File: src/rtl/network_impairment_emulator_assert.svh
// assertion macros for the network impairment emulator
// used by the top level only, needs clk and rst in scope
`ifndef NETWORK_IMPAIRMENT_EMULATOR_ASSERT_SVH
`define NETWORK_IMPAIRMENT_EMULATOR_ASSERT_SVH

// same-cycle implication, quiet during reset
`define NIE_ASSERT_NOW(lbl, ante, cons, msg) \
  lbl: assert property (@(posedge clk) disable iff (rst) (ante) |-> (cons)) else $error(msg);

// next-cycle implication, quiet during reset
`define NIE_ASSERT_NEXT(lbl, ante, cons, msg) \
  lbl: assert property (@(posedge clk) disable iff (rst) (ante) |=> (cons)) else $error(msg);

`endif

File: src/rtl/nie_pkg.sv
// shared types and constants for the network impairment emulator
// no dependencies
package nie_pkg;

  localparam int          DEF_QUEUE_DEPTH   = 64;
  localparam int          DEF_TIME_BITS     = 48;
  localparam int          DEF_FRACTION_BITS = 16;
  localparam logic [63:0] DEF_SEED_WORD     = 64'd0;

  localparam logic [63:0] GOLDEN_WORD = 64'h9e3779b97f4a7c15;
  localparam logic [63:0] MIX_WORD    = 64'h2545f4914f6cdd1d;
  localparam int          XS_A        = 12;
  localparam int          XS_B        = 25;
  localparam int          XS_C        = 27;
  localparam int          DRAW_DROP   = 11;
  localparam int          CHANCE_SH   = 21;
  localparam int          DELAY_BITS  = 35;

  typedef enum logic [1:0] {
    MODE_SUBMIT  = 2'd0,
    MODE_ADVANCE = 2'd1,
    MODE_RECEIVE = 2'd2,
    MODE_CLEAR   = 2'd3
  } mode_t;

  typedef enum logic [2:0] {
    RES_QUEUE_DROP = 3'd0,
    RES_LOSS_DROP  = 3'd1,
    RES_QUEUED     = 3'd2,
    RES_QUEUED_DUP = 3'd3,
    RES_DUP_DROP   = 3'd4,
    RES_DELIVERED  = 3'd5,
    RES_NONE_READY = 3'd6,
    RES_DONE       = 3'd7
  } res_code_t;

  typedef enum logic [2:0] {
    REG_LATENCY   = 3'd0,
    REG_JITTER    = 3'd1,
    REG_REORD_MAX = 3'd2,
    REG_LOSS      = 3'd3,
    REG_DUP       = 3'd4,
    REG_REORD     = 3'd5,
    REG_TPB       = 3'd6,
    REG_QLIMIT    = 3'd7
  } reg_idx_t;

  typedef enum logic [4:0] {
    OP_NONE,
    OP_LOAD,
    OP_ADVANCE,
    OP_CLEAR,
    OP_XS,
    OP_M0,
    OP_M1,
    OP_M2,
    OP_MUL_JIT,
    OP_MUL_RAMT,
    OP_MUL_SER,
    OP_SER_LINK,
    OP_SER_DONE,
    OP_DONE_NOW,
    OP_DELAY_INIT,
    OP_JIT_ADD,
    OP_RAMT_ADD,
    OP_WRITE,
    OP_SCAN_INIT,
    OP_SCAN,
    OP_RD_LAST,
    OP_MOVE,
    OP_EMIT
  } dp_op_t;

  typedef enum logic [2:0] {
    PUR_LOSS,
    PUR_JIT,
    PUR_RORD,
    PUR_RAMT,
    PUR_DUP
  } purpose_t;

  typedef enum logic [4:0] {
    ST_IDLE,
    ST_DISPATCH,
    ST_ADVANCE,
    ST_CLEAR,
    ST_SUB_CAP,
    ST_LOSS_CHK,
    ST_SER_MUL,
    ST_SER_LINK,
    ST_SER_DONE,
    ST_DONE_NOW,
    ST_DELAY_INIT,
    ST_JIT_MUL,
    ST_JIT_ADD,
    ST_RORD_START,
    ST_RORD_CHK,
    ST_RAMT_MUL,
    ST_RAMT_ADD,
    ST_WRITE,
    ST_DUP_START,
    ST_DUP_CHK,
    ST_DRAW_XS,
    ST_DRAW_M0,
    ST_DRAW_M1,
    ST_DRAW_M2,
    ST_RCV_START,
    ST_RCV_SCAN,
    ST_RCV_TAIL,
    ST_RCV_CHK,
    ST_RCV_MOVE,
    ST_EMIT
  } ctrl_state_t;

  typedef struct packed {
    logic [31:0] latency_ticks;
    logic [31:0] jitter_ticks;
    logic [31:0] reorder_max_ticks;
    logic [32:0] loss_chance;
    logic [32:0] duplicate_chance;
    logic [32:0] reorder_chance;
    logic [31:0] ticks_per_byte;
    logic [6:0]  queue_limit;
  } cfg_t;

  typedef struct packed {
    dp_op_t    op;
    res_code_t code;
  } ctrl_cmd_t;

  typedef struct packed {
    mode_t mode;
    logic  full;
    logic  count_zero;
    logic  scan_last;
    logic  late;
    logic  out_free;
    logic  loss_fire;
    logic  dup_fire;
    logic  rord_fire;
    logic  loss_zero;
    logic  dup_zero;
    logic  rord_zero;
    logic  jit_zero;
    logic  tpb_zero;
  } dp_stat_t;

endpackage

File: src/rtl/nie_ctrl.sv
// sequencing state machine of the impairment emulator
// depends on nie_pkg, drives nie_dp through ctrl_cmd_t
module nie_ctrl
  import nie_pkg::*;
(
  input  logic      clk,
  input  logic      rst,
  input  logic      req_valid,
  output logic      req_ready,
  input  dp_stat_t  stat,
  output ctrl_cmd_t cmd
);

  ctrl_state_t state, state_next;
  purpose_t    purpose, purpose_next;
  res_code_t   code, code_next;
  logic        dup_pass, dup_pass_next;

  always_ff @(posedge clk) begin
    if (rst) begin
      state    <= ST_IDLE;
      purpose  <= PUR_LOSS;
      code     <= RES_DONE;
      dup_pass <= 1'b0;
    end else begin
      state    <= state_next;
      purpose  <= purpose_next;
      code     <= code_next;
      dup_pass <= dup_pass_next;
    end
  end

  always_comb begin
    state_next    = state;
    purpose_next  = purpose;
    code_next     = code;
    dup_pass_next = dup_pass;
    unique case (state)
      ST_IDLE: begin
        if (req_valid) state_next = ST_DISPATCH;
      end
      ST_DISPATCH: begin
        unique case (stat.mode)
          MODE_SUBMIT:  state_next = ST_SUB_CAP;
          MODE_ADVANCE: state_next = ST_ADVANCE;
          MODE_RECEIVE: state_next = ST_RCV_START;
          MODE_CLEAR:   state_next = ST_CLEAR;
          default:      state_next = ST_IDLE;
        endcase
      end
      ST_ADVANCE, ST_CLEAR: begin
        code_next  = RES_DONE;
        state_next = ST_EMIT;
      end
      ST_SUB_CAP, ST_LOSS_CHK: begin
        dup_pass_next = 1'b0;
        if (state == ST_SUB_CAP && stat.full) begin
          code_next  = RES_QUEUE_DROP;
          state_next = ST_EMIT;
        end else if (state == ST_SUB_CAP && !stat.loss_zero) begin
          purpose_next = PUR_LOSS;
          state_next   = ST_DRAW_XS;
        end else if (state == ST_LOSS_CHK && stat.loss_fire) begin
          code_next  = RES_LOSS_DROP;
          state_next = ST_EMIT;
        end else if (stat.tpb_zero) begin
          state_next = ST_DONE_NOW;
        end else begin
          state_next = ST_SER_MUL;
        end
      end
      ST_SER_MUL:  state_next = ST_SER_LINK;
      ST_SER_LINK: state_next = ST_SER_DONE;
      ST_SER_DONE, ST_DONE_NOW: state_next = ST_DELAY_INIT;
      ST_DELAY_INIT: begin
        if (stat.jit_zero) begin
          state_next = ST_RORD_START;
        end else begin
          purpose_next = PUR_JIT;
          state_next   = ST_DRAW_XS;
        end
      end
      ST_JIT_MUL: state_next = ST_JIT_ADD;
      ST_JIT_ADD: state_next = ST_RORD_START;
      ST_RORD_START: begin
        if (stat.rord_zero) begin
          state_next = ST_WRITE;
        end else begin
          purpose_next = PUR_RORD;
          state_next   = ST_DRAW_XS;
        end
      end
      ST_RORD_CHK: begin
        if (stat.rord_fire) begin
          purpose_next = PUR_RAMT;
          state_next   = ST_DRAW_XS;
        end else begin
          state_next = ST_WRITE;
        end
      end
      ST_RAMT_MUL: state_next = ST_RAMT_ADD;
      ST_RAMT_ADD: state_next = ST_WRITE;
      ST_WRITE: begin
        if (dup_pass) begin
          code_next  = RES_QUEUED_DUP;
          state_next = ST_EMIT;
        end else begin
          state_next = ST_DUP_START;
        end
      end
      ST_DUP_START: begin
        if (stat.dup_zero) begin
          code_next  = RES_QUEUED;
          state_next = ST_EMIT;
        end else begin
          purpose_next = PUR_DUP;
          state_next   = ST_DRAW_XS;
        end
      end
      ST_DUP_CHK: begin
        if (!stat.dup_fire) begin
          code_next  = RES_QUEUED;
          state_next = ST_EMIT;
        end else if (stat.full) begin
          code_next  = RES_DUP_DROP;
          state_next = ST_EMIT;
        end else begin
          dup_pass_next = 1'b1;
          state_next    = ST_DELAY_INIT;
        end
      end
      ST_DRAW_XS: state_next = ST_DRAW_M0;
      ST_DRAW_M0: state_next = ST_DRAW_M1;
      ST_DRAW_M1: state_next = ST_DRAW_M2;
      ST_DRAW_M2: begin
        unique case (purpose)
          PUR_LOSS: state_next = ST_LOSS_CHK;
          PUR_JIT:  state_next = ST_JIT_MUL;
          PUR_RORD: state_next = ST_RORD_CHK;
          PUR_RAMT: state_next = ST_RAMT_MUL;
          PUR_DUP:  state_next = ST_DUP_CHK;
          default:  state_next = ST_IDLE;
        endcase
      end
      ST_RCV_START: begin
        if (stat.count_zero) begin
          code_next  = RES_NONE_READY;
          state_next = ST_EMIT;
        end else begin
          state_next = ST_RCV_SCAN;
        end
      end
      ST_RCV_SCAN: begin
        if (stat.scan_last) state_next = ST_RCV_TAIL;
      end
      ST_RCV_TAIL: state_next = ST_RCV_CHK;
      ST_RCV_CHK: begin
        if (stat.late) begin
          code_next  = RES_NONE_READY;
          state_next = ST_EMIT;
        end else begin
          state_next = ST_RCV_MOVE;
        end
      end
      ST_RCV_MOVE: begin
        code_next  = RES_DELIVERED;
        state_next = ST_EMIT;
      end
      ST_EMIT: begin
        if (stat.out_free) state_next = ST_IDLE;
      end
      default: state_next = ST_IDLE;
    endcase
  end

  always_comb begin
    req_ready = 1'b0;
    cmd.op    = OP_NONE;
    cmd.code  = code;
    unique case (state)
      ST_IDLE: begin
        req_ready = 1'b1;
        if (req_valid) cmd.op = OP_LOAD;
      end
      ST_ADVANCE:    cmd.op = OP_ADVANCE;
      ST_CLEAR:      cmd.op = OP_CLEAR;
      ST_SER_MUL:    cmd.op = OP_MUL_SER;
      ST_SER_LINK:   cmd.op = OP_SER_LINK;
      ST_SER_DONE:   cmd.op = OP_SER_DONE;
      ST_DONE_NOW:   cmd.op = OP_DONE_NOW;
      ST_DELAY_INIT: cmd.op = OP_DELAY_INIT;
      ST_JIT_MUL:    cmd.op = OP_MUL_JIT;
      ST_JIT_ADD:    cmd.op = OP_JIT_ADD;
      ST_RAMT_MUL:   cmd.op = OP_MUL_RAMT;
      ST_RAMT_ADD:   cmd.op = OP_RAMT_ADD;
      ST_WRITE:      cmd.op = OP_WRITE;
      ST_DRAW_XS:    cmd.op = OP_XS;
      ST_DRAW_M0:    cmd.op = OP_M0;
      ST_DRAW_M1:    cmd.op = OP_M1;
      ST_DRAW_M2:    cmd.op = OP_M2;
      ST_RCV_START:  cmd.op = OP_SCAN_INIT;
      ST_RCV_SCAN:   cmd.op = OP_SCAN;
      ST_RCV_CHK:    cmd.op = OP_RD_LAST;
      ST_RCV_MOVE:   cmd.op = OP_MOVE;
      ST_EMIT: begin
        if (stat.out_free) cmd.op = OP_EMIT;
      end
      default:       cmd.op = OP_NONE;
    endcase
  end

endmodule

File: config.mk
export PLATFORM = sky130hd
export DESIGN_NAME = nie_ctrl
export DESIGN_NICKNAME = d
export VERILOG_FILES = /design/src/rtl/network_impairment_emulator_assert.svh /design/src/rtl/nie_pkg.sv /design/src/rtl/nie_ctrl.sv
export SDC_FILE = /design/constraint.sdc
export NUM_CORES = 1
export LEC_CHECK = 0
export BUFFER_PORTS_ARGS = -buffer_cell sky130_fd_sc_hd__buf_4
export CORE_MARGIN = 2
export CORE_UTILIZATION = 38
export CTS_CLUSTER_SIZE = 25
export DETAILED_ROUTE_END_ITERATION = 16
export GPL_TIMING_DRIVEN = 0
export PLACE_DENSITY = 0.66
export SLEW_MARGIN = 30
export SYNTH_ARGS = -nofsm -noshare
export SYNTH_HDL_FRONTEND = slang
export SYNTH_SLANG_ARGS = --single-unit
File: constraint.sdc
create_clock -name clk -period 1.7 [get_ports clk]
set_input_delay 0.17 -clock clk [delete_from_list [all_inputs] [get_ports clk]]
set_output_delay 0.17 -clock clk [all_outputs]
set_load 0.02 [all_outputs]
==> summary.txt, run 1 <==
CTS
  – CTS tree: yes
  – CTS Buffer Depth: 2
  – CTS clk-pin slew, worst paths: 0.06 ns
  – Clk_lat worst skew: 0.25 ns
  – H-tree depth: 1
  – TritonCTS buffer count: 3
  – Sink Count: 12
  – Hold buffers post-CTS: 0
  – Root buffer cell: clkbuf_8

Setup path
  – FF-to-FF End: state[0]$_SDFFE_PP0P_
  – FF-to-FF Start: state[4]$_SDFFE_PP0P_
  – Setup slack, reg-to-reg: -0.04 ns
  – Worst reg-to-reg path cell count: 7
  – Setup crit start: state[1]$_SDFFE_PP0P_
  – Req. time, crit path: 1.53 ns
  – CP Class: register to output pin
  – Critical path arrival: 1.62 ns
  – Critical Path Fanout Max: 8
  – CP Capture Type: output pin
  – Type of origin of the critical path: register
  – CP Capture Point: cmd[3]

STA
  – Worst Hold Slack: 0.296 ns
  – Final worst slack: -0.0913 ns
  – RSZ-0062 raised after global routing: yes
  – Post-route clock skew: 0.00358 ns
  – Max Fclk: 558 MHz
  – Final setup fails: 12
  – Slew headroom: 0.601
  – Worst-margin pin slew: 0.598 ns
  – Max Slew Vio Count: 0
  – Post-route clock period utilization: 1.05
  – Final hold violation count: 0
  – Fin crit period: 1.79 ns

Layout
  – Commonest non-fill, non-tap cell in the layout: buf_4
  – Commonest non-fill, non-tap cells in the layout: 57 x buf_4, 16 x nor2_1, 16 x o21ai_0
  – Fin nets: 326
  – Core Util, Final: 0.616
  – Antenna Cells: 0
  – Share of layout cells above drive strength 1: 0.456
  – Finished Layout Cells: 359
  – # fillers: 389
  – Syn-to-layout area delta: 58.2%

Synthesis
  – Share of async-settable or async-resettable flops after synthesis: 0
  – Syn avg cell area: 6.98 sq um
  – Synth Instances: 241
  – Synth Net Count: 259
  – Post-synthesis sequential area ratio: 0.143
  – Post-Synthesis Cell Area: 1680 sq um
  – Yosys cell types: 61
  – Post-synth EDFFs: 0
  – Primary FF master, synth: dfxtp_1
  – Yosys Warn Count: 0
  – Yosys reg bits: 12

Drt
  – Antenna violation net count after detailed routing: 0
  – Initial drt markers: 388
  – WL/cell: 21.4 microns
  – Post-DR vias/cell: 6.71
  – Total length of routed wires: 7690 microns
  – DRT Pass-1 Iters: 5
  – Residual DRC: 0
  – Vias: 2409

Pwr
  – Peak VDD IR: 1070 uV
  – Leakage power: 1.12 nW
  – Pwr Density: 1650 nW/um^2

Place
  – Gpl congestion: 1.02
  – Placed Cells incl. Taps: 318
  – Port bufs: 25
  – HPWL after detailed placement: 4950 microns

Die
  – Die area: 4980 sq um
  – Die X: 70.5 microns
  – Core ar.: 4320 sq um
  – Top Ports: 27
  – Rows: 24
  – Initial Utilization: 0.389
  – Die extent in y: 70.5 microns

Status
  – Failing checks: negative setup slack
  – Status: finished with violations

GRT
  – GRT Total Usage: 0.292
  – Antenna violations before repair: 0
  – Vias in the first global route: 2136
  – First-pass GRT wire length: 11400 microns
  – Pin count of the biggest net entering global routing: 11
  – Gr ovfl total: 0

Min path
  – Hold Crit Class: input port to register

Flow run
  – Number of max-cap violations: 0
-- sequential cells by signal, indices dropped and copies added (netlist names) --
signal,count
state,5
code,3
purpose,3
dup_pass,1
-- through the flow --
stage / worst slack [ns] / power, mW / TNS (ns) / instance area, sq um
after floorplan: 0.0243 / 2.06 / 0 / 1680
after global routing: -0.135 / 4.54 / -1.20 / 2660
after CTS: -0.0717 / 3.84 / -0.171 / 2420
after detailed placement: -0.264 / 2.77 / -1.78 / 1940
final: -0.0913 / 4.38 / -0.433 / 2660
after global placement: -0.319 / 2.79 / -2.01 / 1940
-- Yosys cell counts (all sizes together) (2+ instances only) --
| cell type | instances | area [sq um] |
|---|---|---|
| inv | 11 | 41.3 |
| dfxtp | 12 | 240 |
| a21oi | 13 | 68.8 |
| o22ai | 3 | 18.8 |
| o41ai | 3 | 26.3 |
| o211ai | 6 | 50.1 |
| nor3 | 9 | 45.0 |
| and3b | 5 | 43.8 |
| a32oi | 2 | 17.5 |
| a2111oi | 3 | 32.5 |
| buf | 20 | 134 |
| and2 | 2 | 12.5 |
| nand2 | 13 | 48.8 |
| clkbuf | 2 | 7.51 |
| o221ai | 2 | 17.5 |
| a22oi | 6 | 45.0 |
| a22o | 2 | 17.5 |
| nor3b | 4 | 35.0 |
| nor2 | 21 | 78.8 |
| or2 | 2 | 12.5 |
| nand3b | 3 | 22.5 |
| o31ai | 2 | 15.0 |
| nand3 | 9 | 45.0 |
| a211oi | 6 | 50.1 |
| o21ai | 21 | 105 |
| mux2i | 3 | 30.0 |
| a31oi | 8 | 50.1 |
| a21boi | 3 | 22.5 |
| nor4 | 3 | 18.8 |
| and2b | 3 | 25.0 |
| nand2b | 5 | 31.3 |
| or3 | 4 | 25.0 |
| o21a | 4 | 30.0 |
| xor2 | 2 | 17.5 |
| nor2b | 7 | 43.8 |
| nand4 | 3 | 18.8 |
-- report_power, final --
| part | internal [mW] | leakage (nW) | total, mW | switching [mW] |
|---|---|---|---|---|
| Sequential | 0.366 | 0.101 | 0.442 | 0.0761 |
| Combinational | 1.65 | 0.991 | 3.62 | 1.97 |
| Clock | 0.205 | 0.0288 | 0.319 | 0.114 |
| Total | 2.22 | 1.12 | 4.38 | 2.16 |
-- kinds of logic (layout without fill, tap and decap cells) --
group / Yosys count / in the layout / synth area share
simple gates: 98 / 98 / 0.333
compound gates: 93 / 93 / 0.387
buf+inv: 33 / 99 / 0.109
flops: 12 / 12 / 0.143
mux: 3 / 3 / 0.0178
xor+xnor: 2 / 2 / 0.0104
-- critical path: stages, from the launching register on --
cell	delay [ns]
dfxtp_4	0.36
buf_6	0.14
buf_8	0.14
and2b_2	0.22
nor2_2	0.10
o22ai_1	0.06
a22o_1	0.22
buf_6	0.13
-- timing repair --
action                     4_1_cts  5_1_grt
pin swaps                       14       28
cloned                           2        0
resized for setup               68       41
setup endpoints to repair       16       17
setup buffers                   26        9
-- layer usage --
metal / global-route usage / part of all wire / vias up
li1: - / - / 1047
met3: 0.0214 / 0.12 / 49
met2: 0.461 / 0.44 / 217
met5: 0 / 0 / -
met1: 0.405 / 0.38 / 1096
met4: 0.143 / 0.055 / 0
-- cell type report --
type	instances	area [sq um]	share of cell area
Clock buffer	4	55.1	0.0207
Inverter	11	47.5	0.0179
Timing Repair Buffer	62	485	0.182
Tap cell	52	65.1	0.0244
Sequential cell	12	256	0.0963
Buffer	22	282	0.106
Multi-Input combinational cell	196	1470	0.553
-- worst min path at each step --
stage	start	endpoint	slack, ns	cells past startpoint
floorplan	stat[3]	purpose[2]$_SDFFE_PP0P_	0.44	2
global placement	purpose[1]$_SDFFE_PP0P_	purpose[1]$_SDFFE_PP0P_	0.50	2
detailed placement	purpose[1]$_SDFFE_PP0P_	purpose[1]$_SDFFE_PP0P_	0.50	2
CTS	stat[3]	purpose[2]$_SDFFE_PP0P_	0.27	3
global route	stat[3]	purpose[2]$_SDFFE_PP0P_	0.31	3
finish	stat[3]	purpose[2]$_SDFFE_PP0P_	0.30	3
Power figures use the tool's default switching activity.
==> run 2: changes to the inputs <==
Settings changed: GPL_TIMING_DRIVEN 0 to not set.
==> run 2 against run 1 <==
  * The run still ends with negative setup slack left
  * Hold slack got worse by 0.11 ns
  * Fmax down 1.3%
  * Count of clock-buffer cells in the layout shrank 1
  * Final cell count increased by 1.4%
  * Sequential power is 7.2% higher
  * Combinational power about the same
  * Non-clock buffer count is 6 higher
  * Global-route usage is 0.61 points lower
  * Clock power decreased by 12%
  * Sequential cell count did not move
  * Final area increased by 1.4%
  * Critical endpoint is now state[3]$_SDFFE_PP0P_
  * Largest power group unchanged
==> summary.txt, run 2 (synthesis gave the netlist of run 1 again) <==
Status
  – Status: finished with violations
  – Failing checks: negative setup slack

Drt
  – Post-DR vias/cell: 6.62
  – Residual DRC: 0
  – Antenna violation net count after detailed routing: 0
  – Total length of routed wires: 7540 microns
  – DRT Pass-1 Iters: 5
  – Vias: 2411
  – Initial drt markers: 274
  – WL/cell: 20.7 microns

CTS
  – Clk_lat worst skew: 0.26 ns
  – TritonCTS buffer count: 3
  – CTS Buffer Depth: 2
  – H-tree depth: 1
  – CTS tree: yes
  – Root buffer cell: clkbuf_8
  – CTS clk-pin slew, worst paths: 0.06 ns
  – Sink Count: 12
  – Hold buffers post-CTS: 0

Setup path
  – CP bufs+invs: 3
  – Worst-path cell chain: buf_12 -> nand2b_1 -> buf_4 -> nor3_2 -> a21boi_0 -> buf_4 -> a31oi_1
  – Type of origin of the critical path: register
  – Critical Path Fanout Max: 6
  – Top delay family on crit path: buffers and inverters
  – Most frequent CP cell: buf_4
  – CP Capture Type: register
  – Critical path arrival: 1.96 ns
  – Setup crit start: state[1]$_SDFFE_PP0P_
  – CP peak stage delay: 0.37 ns
  – CP Class: register to register
  – FF-to-FF Start: state[1]$_SDFFE_PP0P_
  – Slowest CP cell: dfxtp_4
  – Req. time, crit path: 1.85 ns

GRT
  – Vias in the first global route: 2244
  – GRT Total Usage: 0.286
  – Antenna violations before repair: 0
  – Gr ovfl total: 0
  – Pin count of the biggest net entering global routing: 22
  – First-pass GRT wire length: 11400 microns

STA
  – Max Slew Vio Count: 0
  – Fin crit period: 1.81 ns
  – Sum Neg Setup Slack: -0.654 ns
  – Final setup fails: 12
  – Final hold violation count: 0
  – Final worst slack: -0.115 ns
  – Post-route clock period utilization: 1.07
  – RSZ-0062 raised after global routing: yes
  – Worst-margin pin slew: 0.451 ns
  – Slew headroom: 0.699
  – Max Fclk: 551 MHz
  – Post-route clock skew: 0.0112 ns

Die
  – Die extent in y: 70.5 microns
  – Rows: 24
  – Top Ports: 27
  – Die area: 4980 sq um
  – Initial Utilization: 0.389
  – Die X: 70.5 microns
  – Core ar.: 4320 sq um

Place
  – Port bufs: 26
  – Gpl congestion: 1.05
  – Dpl ws: -0.0866 ns
  – Placed cell area: 2170 sq um
  – HPWL after detailed placement: 4820 microns

Layout
  – Regs by FF count: state (5), code (3), purpose (3)
  – Share of layout cells above drive strength 1: 0.478
  – Fin nets: 332
  – Commonest non-fill, non-tap cells in the layout: 72 x buf_4, 16 x nor2_1, 16 x o21ai_0
  – Commonest non-fill, non-tap cell in the layout: buf_4
  – Largest reg by FF count: state
  – Max FFs per register: 5
  – Syn-to-layout area delta: 60.4%
  – Final Cell Area: 2700 sq um
  – Antenna Cells: 0

Pwr
  – Clk pwr share: 0.064
  – Leakage power: 1.13 nW
  – NetSw: 2.10 mW
  – Seq pwr share: 0.109
  – Pint: 2.26 mW
  – Switch share: 0.482
  – Peak VDD IR: 840 uV
  – Logic pwr share: 0.827
  – Pwr Density: 1620 nW/um^2

Flow run
  – Number of max-cap violations: 0

Min path
  – Worst Hold Launch: rst
  – Hold Crit Class: input port to register
## run 2: cell count changes in the layout (fill, tap and decap cells not counted), sizes merged
cell / previous run / this run
inv: 10 / 9
clkbuf: 8 / 4
buf: 80 / 87
clkinvlp: 1 / 2
bufbuf: 0 / 2
## run 2: final cells by class
type,instances,area (sq um)
Fill cell,381,1630
Sequential cell,12,256
Timing Repair Buffer,90,837
Inverter,11,48.8
Clock buffer,3,41.3
Tap cell,52,65.1
Multi-Input combinational cell,196,1450
## run 2: per-layer routing
| metal | part of all wire | vias up | GRT usage | wire, microns |
|---|---|---|---|---|
| met5 | 0 | - | 0 | 0 |
| met4 | 0.060 | 0 | 0.157 | 450 |
| met3 | 0.11 | 50 | 0.0484 | 811 |
| met2 | 0.44 | 190 | 0.449 | 3320 |
| met1 | 0.39 | 1107 | 0.375 | 2960 |
| li1 | - | 1064 | - | - |
## run 2: power by group through the flow
| stage | logic [mW] | registers [mW] | clock network [mW] |
|---|---|---|---|
| floorplan | 1.66 | 0.401 | 0 |
| global placement | 2.60 | 0.424 | 0 |
| detailed placement | 2.59 | 0.422 | 0 |
| CTS | 3.11 | 0.450 | 0.283 |
| global route | 3.82 | 0.478 | 0.299 |
| finish | 3.61 | 0.474 | 0.281 |
## run 2: final timing paths
path / endpoint / slack [ns] / cells past startpoint
min: purpose[1]$_SDFFE_PP0P_ / 0.18 / 2
max reg2reg: state[3]$_SDFFE_PP0P_ / -0.11 / 7
min reg2reg: code[1]$_SDFFE_PP1P_ / 0.52 / 2
max: state[3]$_SDFFE_PP0P_ / -0.11 / 7
## run 2: per-stage QoR
step            util  cells  power [mW]  hold slack [ns]
6_report       0.624    364        4.36            0.182
3_5_place_dp   0.502    343        3.01            0.442
3_3_place_gp   0.502    343        3.02            0.436
5_1_grt        0.624    364        4.60            0.193
4_1_cts        0.573    356        3.84            0.178
2_1_floorplan      -    241        2.06            0.437
## run 2: timing repair
item	CTS	global route
resized for setup	35	42
setup endpoints to repair	15	17
pin swaps	12	14
buffers inserted	7	8
hold endpoints to repair	0	0
cloned	3	1
==> run 3: changes to the inputs <==
Settings changed: ABC_CLOCK_PERIOD_IN_PS set to 1700, CORE_MARGIN 2 to not set.
==> run 3 against run 2 <==
  * Fmax fell by 0.43%
  * Clock skew decreased by 0.0041 ns
  * Final cell count grew 4.4%
  * Clock power increased by 21%
  * Worst setup slack got worse by 0.0078 ns
  * The flow still finishes with violations (negative setup slack)
  * Highest routed layer unchanged
==> summary.txt, run 3 (synthesis gave the netlist of run 1 again) <==
Pwr
  – Pint: 2.42 mW
  – Total power: 4.56 mW
  – Seq pwr share: 0.103
  – Clk pwr share: 0.075
  – Pwr Density: 1630 nW/um^2
  – Logic pwr share: 0.822
  – Switch share: 0.470
  – NetSw: 2.14 mW
  – Leakage power: 1.22 nW
  – Peak VDD IR: 718 uV

Layout
  – Antenna Cells: 0
  – Commonest non-fill, non-tap cell in the layout: buf_4
  – Regs by FF count: state (5), code (3), purpose (3)
  – Finished Layout Cells: 380
  – Area of the multi-input gates: 1440 sq um
  – Syn-to-layout area delta: 66.2%
  – Final Cell Area: 2800 sq um
  – Largest reg by FF count: state
  – Share of layout cells above drive strength 1: 0.476
  – Commonest non-fill, non-tap cells in the layout: 86 x buf_4, 19 x nor2_1, 15 x o21ai_0
  – # fillers: 317
  – Seq. cell area: 256 sq um
  – Max FFs per register: 5
  – Fin nets: 349

Place
  – Placed Cells incl. Taps: 352
  – HPWL after detailed placement: 4840 microns
  – Port bufs: 26
  – Gpl congestion: 0.949
  – Dpl ws: -0.0968 ns
  – Placed cell area: 2250 sq um

Drt
  – Initial drt markers: 320
  – DR top layer: met4
  – Post-DR vias/cell: 6.48
  – DRT Pass-1 Iters: 8
  – Antenna violation net count after detailed routing: 0
  – Met2 wire len: 3420 microns
  – Wl on met1: 2930 microns
  – Total length of routed wires: 7570 microns
  – Residual DRC: 0
  – DR WL met3: 788 microns
  – WL/cell: 19.9 microns
  – Vias: 2464

CTS
  – CTS tree: yes
  – CTS clk-pin slew, worst paths: 0.07 ns
  – Sink Count: 12
  – CTS Buffer Depth: 2
  – TritonCTS buffer count: 3
  – Hold buffers post-CTS: 0
  – Root buffer cell: clkbuf_8
  – H-tree depth: 1
  – Clk_lat worst skew: 0.25 ns

GRT
  – Antenna violations before repair: 0
  – GRT Total Usage: 0.309
  – Gr ovfl total: 0
  – First-pass GRT wire length: 10500 microns
  – Pin count of the biggest net entering global routing: 18
  – Vias in the first global route: 2090

Setup path
  – Req. time, crit path: 1.81 ns
  – Worst reg-to-reg path cell count: 9
  – CP Capture Type: register
  – FF-to-FF End: state[3]$_SDFFE_PP0P_
  – CP Class: register to register
  – Critical path arrival: 1.94 ns
  – Setup slack, reg-to-reg: -0.12 ns
  – Type of origin of the critical path: register
  – Critical Path Fanout Max: 6
  – FF-to-FF Start: state[1]$_SDFFE_PP0P_

Die
  – Die extent in y: 68.5 microns
  – Core ar.: 4120 sq um
  – Die area: 4700 sq um
  – Die X: 68.5 microns
  – Initial Utilization: 0.409
  – Rows: 23
  – Top Ports: 27

STA
  – Final worst slack: -0.122 ns
  – Final hold violation count: 0
  – Max Slew Vio Count: 0
  – Final setup fails: 14
  – Slew headroom: 0.734
  – Max Fclk: 549 MHz
  – Post-route clock period utilization: 1.07
  – Fin crit period: 1.82 ns
  – Worst Hold Slack: 0.193 ns
  – Worst-margin pin slew: 0.397 ns
  – RSZ-0062 raised after global routing: yes
  – Post-route clock skew: 0.00715 ns

Min path
  – Hold endpoint: purpose[1]$_SDFFE_PP0P_
  – Hold Crit Class: input port to register
  – Worst Hold Launch: rst
  – WHS Path Cells: 2

Status
  – Status: finished with violations
  – Failing checks: negative setup slack

Flow run
  – Number of max-cap violations: 0
[run 3: metrics by stage]
step / util / TNS, ns
floorplan: - / 0
global placement: 0.547 / -0.433
CTS: 0.611 / -0.288
detailed placement: 0.547 / -0.609
global route: 0.680 / -1.79
finish: 0.680 / -0.906
[run 3: repair_timing]
action                     4_1_cts  5_1_grt
resized for setup               31       36
setup endpoints to repair       15       16
pin swaps                        5       17
gates cloned                     1        2
buffers inserted                10       11
[run 3: area by class of cell]
type                       instances  share of cell area
inverter                          11              0.0157
clock buffer                       4              0.0197
tap                               50              0.0224
sequential                        12              0.0917
multi-input combinational        196               0.515
timing repair buffer             107               0.336
[run 3: worst max path at each step]
stage | from | slack (ns) | cells after the start | endpoint
after floorplan | state[3]$_SDFFE_PP0P_ | 0.02 | 7 | cmd[7]
after global placement | state[4]$_SDFFE_PP0P_ | -0.1 | 6 | code[2]$_SDFFE_PP1P_
after detailed placement | state[2]$_SDFFE_PP0P_ | -0.1 | 6 | code[2]$_SDFFE_PP1P_
after CTS | state[0]$_SDFFE_PP0P_ | -0.07 | 7 | cmd[3]
after global routing | state[1]$_SDFFE_PP0P_ | -0.19 | 9 | state[3]$_SDFFE_PP0P_
final | state[1]$_SDFFE_PP0P_ | -0.12 | 9 | state[3]$_SDFFE_PP0P_
[run 3: layer usage]
layer  global-route usage  up-vias
met3               0.0461       48
met1                0.402     1096
li1                     -     1100
met2                0.487      220
met5                    0        -
met4                0.167        0
[run 3: power by group through the flow]
stage / logic (mW) / clock network (mW) / registers, mW
5_1_grt: 3.92 / 0.355 / 0.473
3_5_place_dp: 2.74 / 0 / 0.417
6_report: 3.75 / 0.341 / 0.469
4_1_cts: 3.10 / 0.339 / 0.436
2_1_floorplan: 1.66 / 0 / 0.401
3_3_place_gp: 2.74 / 0 / 0.417
[run 3: worst max-delay path, stage by stage, from the launching register on]
cell and delay, ns:
dfxtp_4 0.37, buf_12 0.13, buf_12 0.12, buf_2 0.15, buf_4 0.14, or2_2 0.29
a21oi_2 0.15, nor3_2 0.08, nor2_2 0.16, a31oi_1 0.07
